**src/rtl/kmes_pkg.sv**
```systemverilog
// Shared constants for the keypad matrix edge scanner.
// No dependencies; imported by kmes_prev_store, keypad_matrix_edge_scanner_core and the testbench.
`timescale 1ns / 1ps

package kmes_pkg;

   localparam int ROW_W      = 5;      // row pins per column reading
   localparam int KEY_CODE_W = 7;      // key code field width
   localparam int ROW_IDX_W  = 3;      // enough for a row number below ROW_W
   localparam int DEF_COLUMNS = 20;
   localparam int KP_ROWS    = 5;      // rows that can report a press

   localparam logic [ROW_W-1:0] ROW_MASK = 5'h1f;

   // usable-row mask: bits at or above KP_ROWS never count as presses
   localparam logic [ROW_W-1:0] ROW_USE_MASK =
      ROW_MASK >> (ROW_W - ((KP_ROWS < ROW_W) ? KP_ROWS : ROW_W));

   typedef enum logic {
      CMD_SAMPLE = 1'b0,
      CMD_CLEAR  = 1'b1
   } cmd_type;

endpackage

```
**src/rtl/kmes_prev_store.sv**
```systemverilog
// Previous-reading store: one row reading per column in a synchronous memory.
// Per-column valid bits clear every column at once; write-to-read bypass for the
// same column. Depends on kmes_pkg.
`timescale 1ns / 1ps

module kmes_prev_store #(
   parameter int COLUMNS = kmes_pkg::DEF_COLUMNS,
   parameter int COL_W   = (COLUMNS > 1) ? $clog2(COLUMNS) : 1
) (
   input  logic                     clock,
   input  logic                     reset,
   input  logic                     rd_en,
   input  logic [COL_W-1:0]         rd_col,
   input  logic                     wr_en,
   input  logic [COL_W-1:0]         wr_col,
   input  logic [kmes_pkg::ROW_W-1:0] wr_data,
   input  logic                     clear,
   output logic [kmes_pkg::ROW_W-1:0] rd_data
);
   import kmes_pkg::*;

   logic [ROW_W-1:0] mem [COLUMNS];
   logic [ROW_W-1:0] mem_q_ff;
   logic [COL_W-1:0] rd_col_ff;
   logic             byp_ff;
   logic [ROW_W-1:0] byp_data_ff;
   logic [COLUMNS-1:0] valid_ff;
   logic [COLUMNS-1:0] valid_in;

   always_ff @(posedge clock) begin
      if (wr_en) begin
         mem[wr_col] <= wr_data;
      end
      if (rd_en) begin
         mem_q_ff    <= mem[rd_col];
         rd_col_ff   <= rd_col;
         byp_ff      <= wr_en && (wr_col == rd_col);
         byp_data_ff <= wr_data;
      end
   end

   always_comb begin
      valid_in = valid_ff;
      if (clear) begin
         valid_in = '0;
      end else if (wr_en) begin
         valid_in[wr_col] = 1'b1;
      end
   end

   always_ff @(posedge clock) begin
      if (reset) begin
         valid_ff <= '0;
      end else begin
         valid_ff <= valid_in;
      end
   end

   // never-written or cleared column reads as all open
   always_comb begin
      if (!valid_ff[rd_col_ff]) begin
         rd_data = '0;
      end else if (byp_ff) begin
         rd_data = byp_data_ff;
      end else begin
         rd_data = mem_q_ff;
      end
   end

endmodule

```
**src/rtl/keypad_matrix_edge_scanner_core.sv**
```systemverilog
// Keypad matrix edge scanner, top level.
// Depends on kmes_pkg and kmes_prev_store.
`timescale 1ns / 1ps

// Usage:
//  req channel: one beat per scanned column, columns in order 0..COLUMNS-1.
//    req_tuser = command (0 sample, 1 clear the previous-reading store).
//    req_tdata = row pin levels, active low, one bit per row.
//  rsp channel: one beat after the last column of each scan.
//    rsp_tuser = key_valid, rsp_tdata = key_code (row * COLUMNS + column,
//    zero when no new press). Later column wins, then higher row.
//  A clear beat gives no result and keeps the scan position.
//  Throughput: one beat per cycle while req_tready is high. Path: the last
//  column beat is accepted and the memory read, then the compare/write-back
//  stage (a receiver stall can hold it) loads the output register and raises rsp_tvalid.
//  The stored readings sit in a one-port-write, one-port-read memory read
//  at accept and written back from the compare/write-back stage; a
//  same-column bypass covers back-to-back accesses.
//  Reset clears the scan position, the partial result and all stored
//  readings (per-column valid bits), at once; no sweep is needed.
//  Receiver stall: the output register holds its beat; column beats keep
//  flowing until a second scan result is ready, then req_tready drops.
module keypad_matrix_edge_scanner_core #(
   parameter int COLUMNS = kmes_pkg::DEF_COLUMNS
) (
   input  logic       clock,
   input  logic       reset,
   input  logic       req_tvalid,
   output logic       req_tready,
   input  logic [7:0] req_tdata,   // [4:0] row_levels, [7:5] zero
   input  logic       req_tuser,   // [0] command
   output logic       rsp_tvalid,
   input  logic       rsp_tready,
   output logic [7:0] rsp_tdata,   // [6:0] key_code, [7] zero
   output logic       rsp_tuser    // [0] key_valid
);
   import kmes_pkg::*;

   localparam int COL_W  = (COLUMNS > 1) ? $clog2(COLUMNS) : 1;
   localparam int PROD_W = ROW_IDX_W + COL_W + 1;
   localparam logic [COL_W-1:0] LAST_COL = COL_W'(COLUMNS - 1);

   // accept stage
   logic             req_acc;
   logic [COL_W-1:0] col_ff, col_in;
   logic             col_last;

   // compare / write-back stage
   logic             s1_valid_ff;
   cmd_type          s1_cmd_ff;
   logic [ROW_W-1:0] s1_now_ff;
   logic [COL_W-1:0] s1_col_ff;
   logic             s1_last_ff;
   logic             s1_go;
   logic             s1_sample;

   logic [ROW_W-1:0] prev_rows;
   logic [ROW_W-1:0] fresh;
   logic [ROW_IDX_W-1:0] hi_row;
   logic [PROD_W-1:0]    code_wide;
   logic [KEY_CODE_W-1:0] code;

   logic                  found_ff, found_in;
   logic [KEY_CODE_W-1:0] best_ff, best_in;

   logic                  rsp_valid_ff;
   logic                  rsp_key_valid_ff;
   logic [KEY_CODE_W-1:0] rsp_code_ff;

   assign col_last = (col_ff == LAST_COL);
   assign req_acc  = req_tvalid && req_tready;

   // stage 1 holds only a finishing sample whose result cannot land
   assign s1_go = s1_valid_ff &&
                  ((s1_cmd_ff == CMD_CLEAR) || !s1_last_ff || !rsp_valid_ff || rsp_tready);
   assign req_tready = !s1_valid_ff || s1_go;
   assign s1_sample  = s1_go && (s1_cmd_ff == CMD_SAMPLE);

   always_comb begin
      col_in = col_ff;
      if (req_acc && (cmd_type'(req_tuser) == CMD_SAMPLE)) begin
         col_in = col_last ? '0 : col_ff + COL_W'(1);
      end
   end

   always_ff @(posedge clock) begin
      if (reset) begin
         col_ff      <= '0;
         s1_valid_ff <= 1'b0;
      end else begin
         col_ff <= col_in;
         if (req_acc) begin
            s1_valid_ff <= 1'b1;
         end else if (s1_go) begin
            s1_valid_ff <= 1'b0;
         end
      end
   end

   always_ff @(posedge clock) begin
      if (req_acc) begin
         s1_cmd_ff  <= cmd_type'(req_tuser);
         s1_now_ff  <= ~req_tdata[ROW_W-1:0] & ROW_MASK;
         s1_col_ff  <= col_ff;
         s1_last_ff <= col_last;
      end
   end

   kmes_prev_store #(
      .COLUMNS (COLUMNS),
      .COL_W   (COL_W)
   ) u_store (
      .clock   (clock),
      .reset   (reset),
      .rd_en   (req_acc),
      .rd_col  (col_ff),
      .wr_en   (s1_sample),
      .wr_col  (s1_col_ff),
      .wr_data (s1_now_ff),
      .clear   (s1_go && (s1_cmd_ff == CMD_CLEAR)),
      .rd_data (prev_rows)
   );

   // newly closed rows, highest one wins
   assign fresh = s1_now_ff & ~prev_rows & ROW_USE_MASK;

   always_comb begin
      hi_row = '0;
      for (int r = 0; r < ROW_W; r++) begin
         if (fresh[r]) begin
            hi_row = ROW_IDX_W'(r);
         end
      end
   end

   assign code_wide = PROD_W'(hi_row) * PROD_W'(COLUMNS) + PROD_W'(s1_col_ff);
   assign code      = code_wide[KEY_CODE_W-1:0];

   always_comb begin
      found_in = found_ff;
      best_in  = best_ff;
      if (s1_sample) begin
         if (s1_last_ff) begin
            found_in = 1'b0;
            best_in  = '0;
         end else if (|fresh) begin
            found_in = 1'b1;
            best_in  = code;
         end
      end
   end

   always_ff @(posedge clock) begin
      if (reset) begin
         found_ff     <= 1'b0;
         best_ff      <= '0;
         rsp_valid_ff <= 1'b0;
      end else begin
         found_ff <= found_in;
         best_ff  <= best_in;
         if (s1_sample && s1_last_ff) begin
            rsp_valid_ff <= 1'b1;
         end else if (rsp_tready) begin
            rsp_valid_ff <= 1'b0;
         end
      end
   end

   // result beat: last column's press beats anything found earlier
   always_ff @(posedge clock) begin
      if (s1_sample && s1_last_ff) begin
         rsp_key_valid_ff <= found_ff || (|fresh);
         priority if (|fresh) begin
            rsp_code_ff <= code;
         end else if (found_ff) begin
            rsp_code_ff <= best_ff;
         end else begin
            rsp_code_ff <= '0;
         end
      end
   end

   assign rsp_tvalid = rsp_valid_ff;
   assign rsp_tuser  = rsp_key_valid_ff;
   assign rsp_tdata  = {1'b0, rsp_code_ff};

`ifndef SYNTH
   a_col_in_range: assert property (@(posedge clock) disable iff (reset)
      col_ff <= LAST_COL)
      else $error("column counter out of range");

   a_no_key_zero_code: assert property (@(posedge clock) disable iff (reset)
      rsp_tvalid && !rsp_tuser |-> rsp_tdata == 8'd0)
      else $error("no-press result carries a nonzero code");

   a_no_result_overrun: assert property (@(posedge clock) disable iff (reset)
      rsp_tvalid && !rsp_tready && s1_valid_ff && s1_last_ff &&
      (s1_cmd_ff == CMD_SAMPLE) |-> !s1_go)
      else $error("pending result would be overwritten");

   a_stall_holds_stage: assert property (@(posedge clock) disable iff (reset)
      s1_valid_ff && !s1_go |=> s1_valid_ff && $stable(s1_col_ff))
      else $error("stalled column lost");
`endif

endmodule

```
**config.mk**
```make
export PLATFORM = sky130hd
export DESIGN_NAME = keypad_matrix_edge_scanner_core
export DESIGN_NICKNAME = d
export VERILOG_FILES = /design/src/rtl/kmes_pkg.sv /design/src/rtl/kmes_prev_store.sv /design/src/rtl/keypad_matrix_edge_scanner_core.sv
export SDC_FILE = /design/constraint.sdc
export NUM_CORES = 1
export LEC_CHECK = 0
export ABC_AREA = 1
export ABC_CLOCK_PERIOD_IN_PS = 3100
export BUFFER_PORTS_ARGS = -buffer_cell sky130_fd_sc_hd__buf_4
export CORE_MARGIN = 5
export CORE_UTILIZATION = 54
export DETAILED_ROUTE_END_ITERATION = 12
export GPL_ROUTABILITY_DRIVEN = 0
export PLACE_DENSITY = 0.71
export SLEW_MARGIN = 20
export SYNTH_ARGS = -nofsm -noshare
export SYNTH_HDL_FRONTEND = slang
export SYNTH_SLANG_ARGS = --single-unit
```
**constraint.sdc**
```tcl
create_clock -name clock -period 3.1 [get_ports clock]
set_input_delay 0.62 -clock clock [delete_from_list [all_inputs] [get_ports clock]]
set_output_delay 0.62 -clock clock [all_outputs]
set_load 0.02 [all_outputs]
```
==> flow_metrics.py <==
metrics = {
    "sta": {
        "setup_tns_ns": 0,
        "maxSlewViolCount": 0,
        "worst_slack_ns": 0.0882,
        "timing.slew.headroom_pct": 45.1,
        "max_freq_mhz": 332,
        "skew_ns": 0.00807,
        "tightest_slew_ns": 0.824,
        "holdWs_ns": 0.386,
        "fin_crit_sh_pct": 97.2,
        "final_hold_viol_count": 0,
        "rsz0062_at_grt": "true",
        "min_period_ns": 3.01,
        "finalSetupViolCount": 0,
    },
    "final_layout": {
        "n_antenna_cell": 0,
        "syn_to_final_growth_pct": 14.6,
        "final_nets": 687,
        "drive_gt1_share_pct": 16.4,
    },
    "global_route": {
        "met1_usage_pct": 29.3,
        "grt_max_degree": 55,
        "grt_overflow": 0,
        "grt_usage_pct": 21.2,
        "grt-busiest-layer": "met2",
        "antenna_found_initial": 0,
        "grt_pass1_wl_um": 23800,
        "grt_pass1_vias": 4472,
        "grt_use_met3_pct": 5.13,
        "grtUsageMet2_pct": 33.1,
    },
    "pwr": {
        "p_leak_uw": 0.00296,
        "max-vdd-ir-drop_v": 0.000447,
        "power_density_mw_per_mm2": 605,
    },
    "setup_path": {
        "crit_arrival_ns": 3.19,
        "startpoint": "u_store.rd_col_ff[0]",
        "critPathCaptureType": "register",
        "critPathKind": "reg2reg",
        "endpoint": "rsp_code_ff[6]",
        "cp_max_fo": 7,
        "cp.required_ns": 3.28,
        "reg2reg_slack_ns": 0.09,
        "r2r_start": "u_store.rd_col_ff[0]",
        "r2r_end": "rsp_code_ff[6]",
        "r2r_cells": 19,
        "critPathLaunchType": "register",
    },
    "routing": {
        "routed_wl_um": 15200,
        "vias_per_cell": 5.53,
        "firstDrtPassIters": 5,
        "ant_nets": 0,
        "drt-initial-drc-count": 387,
        "drc_errors": 0,
        "vias": 4725,
        "avgRoutedWirePerCell_um": 17.8,
    },
    "yosys": {
        "synth_edf_count": 131,
        "synth_ff_type": "edfxtp_1",
        "ys.warnings.count": 0,
        "synthesis.nets": 652,
        "synthArstFlopShare_pct": 0,
        "synth_area_per_cell_um2": 11.0,
        "synth.yosys.seq_area_share_pct": 66.3,
        "syn_inst": 634,
        "syn_area_mm2": 0.00699,
        "ys_seq_elements": 166,
        "synth_cell_types": 46,
    },
    "job": {
        "cap_violations": 0,
    },
    "clock_network": {
        "postCtsHoldBufs": 0,
        "htree_levels": 4,
        "numCtsBuffers": 17,
        "numClockSinks": 166,
        "path_clk_slew_ns": 0.06,
        "cts_root_buf": "clkbuf_16",
        "tritoncts": "done",
        "clock_path_buffers": 2,
        "clk_latency_ns": 0.42,
    },
    "placement": {
        "dpl.hpwl_um": 9810,
        "port_buffers": 19,
        "pre_cts_slack_ns": 0.0662,
    },
    "die": {
        "dieArea_mm2": 0.0153,
        "ios": 24,
        "rows": 41,
        "start_util_pct": 55.1,
        "die_y_um": 124,
        "core_area_mm2": 0.0127,
        "fp.dieW_um": 124,
    },
    "min_path": {
        "min_from": "req_tuser",
        "hp-class": "in2reg",
    },
    "status": {
        "status": "finished clean",
    },
}
cell type report:
type / count / area (um^2)
fill: 997 / 4670
sequential: 166 / 4630
multi-input combinational: 397 / 2080
clock buffer: 18 / 439
timing repair buffer: 43 / 330
tap: 172 / 215
inverter: 44 / 175
clock inverter: 14 / 135
layout by cell type (no fill, tap or decap), types with 2 or more instances in the layout:
master,n
xor2_1,3
nand2_1,81
nor2_4,3
nand4_1,5
nand2_2,14
a21oi_1,14
mux2_2,2
o21ai_1,2
edfxtp_1,131
clkinv_2,7
nor2_1,118
clkinv_4,2
inv_1,40
a221oi_1,4
bufinv_16,2
nand3_1,22
nor4_1,2
mux2i_1,3
buf_4,41
o21bai_1,3
o21bai_4,2
ha_1,3
xnor2_1,3
clkinvlp_4,3
nand2_4,2
nand3_4,2
dfxtp_1,35
o22ai_1,25
a31oi_1,2
o21ai_4,2
clkbuf_16,17
nor3_1,7
buf_6,2
o21ai_0,60
worst min path at each step:
stage                      endpoint  cells after the start
3_3_place_gp   u_store.valid_ff[13]                      2
3_5_place_dp    u_store.valid_ff[4]                      2
6_report                  s1_cmd_ff                      1
4_1_cts                   s1_cmd_ff                      1
5_1_grt                   s1_cmd_ff                      1
2_1_floorplan  u_store.rd_col_ff[2]                      0
state kept, by name (all words and copies together) (netlist names), 5 cells and up:
| name | count |
|---|---|
| best_ff | 7 |
| col_ff | 5 |
| rsp_code_ff | 7 |
| s1_now_ff | 5 |
| u_store.byp_data_ff | 5 |
| u_store.mem | 100 |
| u_store.mem_q_ff | 5 |
| u_store.rd_col_ff | 5 |
| u_store.valid_ff | 20 |
power by group:
group	total, uW	switching, uW	internal (uW)
Sequential	2480	26.0	2450
Clock	2030	830	1200
Combinational	342	232	110
Total	4840	1090	3760
synthesized netlist by cell type, types with 2 or more instances:
| library cell | n | area (um^2) |
|---|---|---|
| o21ai_1 | 2 | 10.0 |
| buf_4 | 2 | 15.0 |
| mux2_2 | 2 | 22.5 |
| edfxtp_1 | 131 | 3930 |
| o21ai_4 | 2 | 32.5 |
| inv_1 | 40 | 150 |
| a221oi_1 | 4 | 35.0 |
| ha_1 | 4 | 50.1 |
| nand2_4 | 2 | 22.5 |
| nand3_1 | 22 | 110 |
| nand4_1 | 5 | 31.3 |
| nand2_2 | 10 | 62.6 |
| inv_2 | 2 | 7.51 |
| nor4_1 | 2 | 12.5 |
| buf_6 | 3 | 33.8 |
| a21oi_1 | 14 | 70.1 |
| o21ai_0 | 60 | 300 |
| nor3_1 | 7 | 35.0 |
| clkbuf_1 | 21 | 78.8 |
| dfxtp_1 | 35 | 701 |
| o21bai_4 | 2 | 37.5 |
| a31oi_1 | 2 | 12.5 |
| xnor2_1 | 3 | 26.3 |
| nand2_1 | 85 | 319 |
| nor2_4 | 3 | 33.8 |
| o22ai_1 | 25 | 156 |
| nand3_4 | 2 | 35.0 |
| o21bai_1 | 3 | 22.5 |
| mux2i_1 | 3 | 30.0 |
| nor2_1 | 118 | 443 |
| xor2_1 | 3 | 26.3 |
critical path, stage by stage (launching register included):
cell,delay [ns]
edfxtp_1,0.47
buf_6,0.18
buf_6,0.13
nand2_2,0.06
nand2_1,0.04
nand2_1,0.05
nand2_1,0.06
nand2_2,0.07
nand3_4,0.09
nor2_4,0.18
o21ai_4,0.09
a32oi_2,0.24
nor2_1,0.08
ha_2,0.19
fa_2,0.39
nand2_2,0.07
nand2_1,0.05
nand2_1,0.06
nand2_2,0.06
a31o_1,0.20
per-stage QoR:
step                power [uW]  area, um^2  cells  util, %
floorplan                 2730        6990    634        -
global placement          2840        7330    813     57.8
detailed placement        2850        7330    813     57.8
CTS                       4850        7900    845     62.3
global route              5020        8010    854     63.2
finish                    4840        8010    854     63.2
routing by layer:
| metal | wire length, um | share of wire (%) | vias up |
|---|---|---|---|
| met5 | 0 | 0 | - |
| met4 | 269 | 1.8 | 0 |
| met3 | 967 | 6.4 | 20 |
| met2 | 7400 | 49 | 156 |
| met1 | 6590 | 43 | 2273 |
| li1 | - | - | 2276 |
timing repair:
action / CTS / global route
resized for setup: 0 / 14
setup endpoints to repair: 0 / 6
setup buffers: 0 / 9
cell families after synthesis:
group | synth area share, %
simple gates | 16.4
flops | 66.3
compound gates | 10.4
buf+inv | 4.28
xor+xnor | 0.752
fa+ha+maj | 1.00
mux | 0.752
other cells | 0.0537
(Power assumes the default switching activity.)
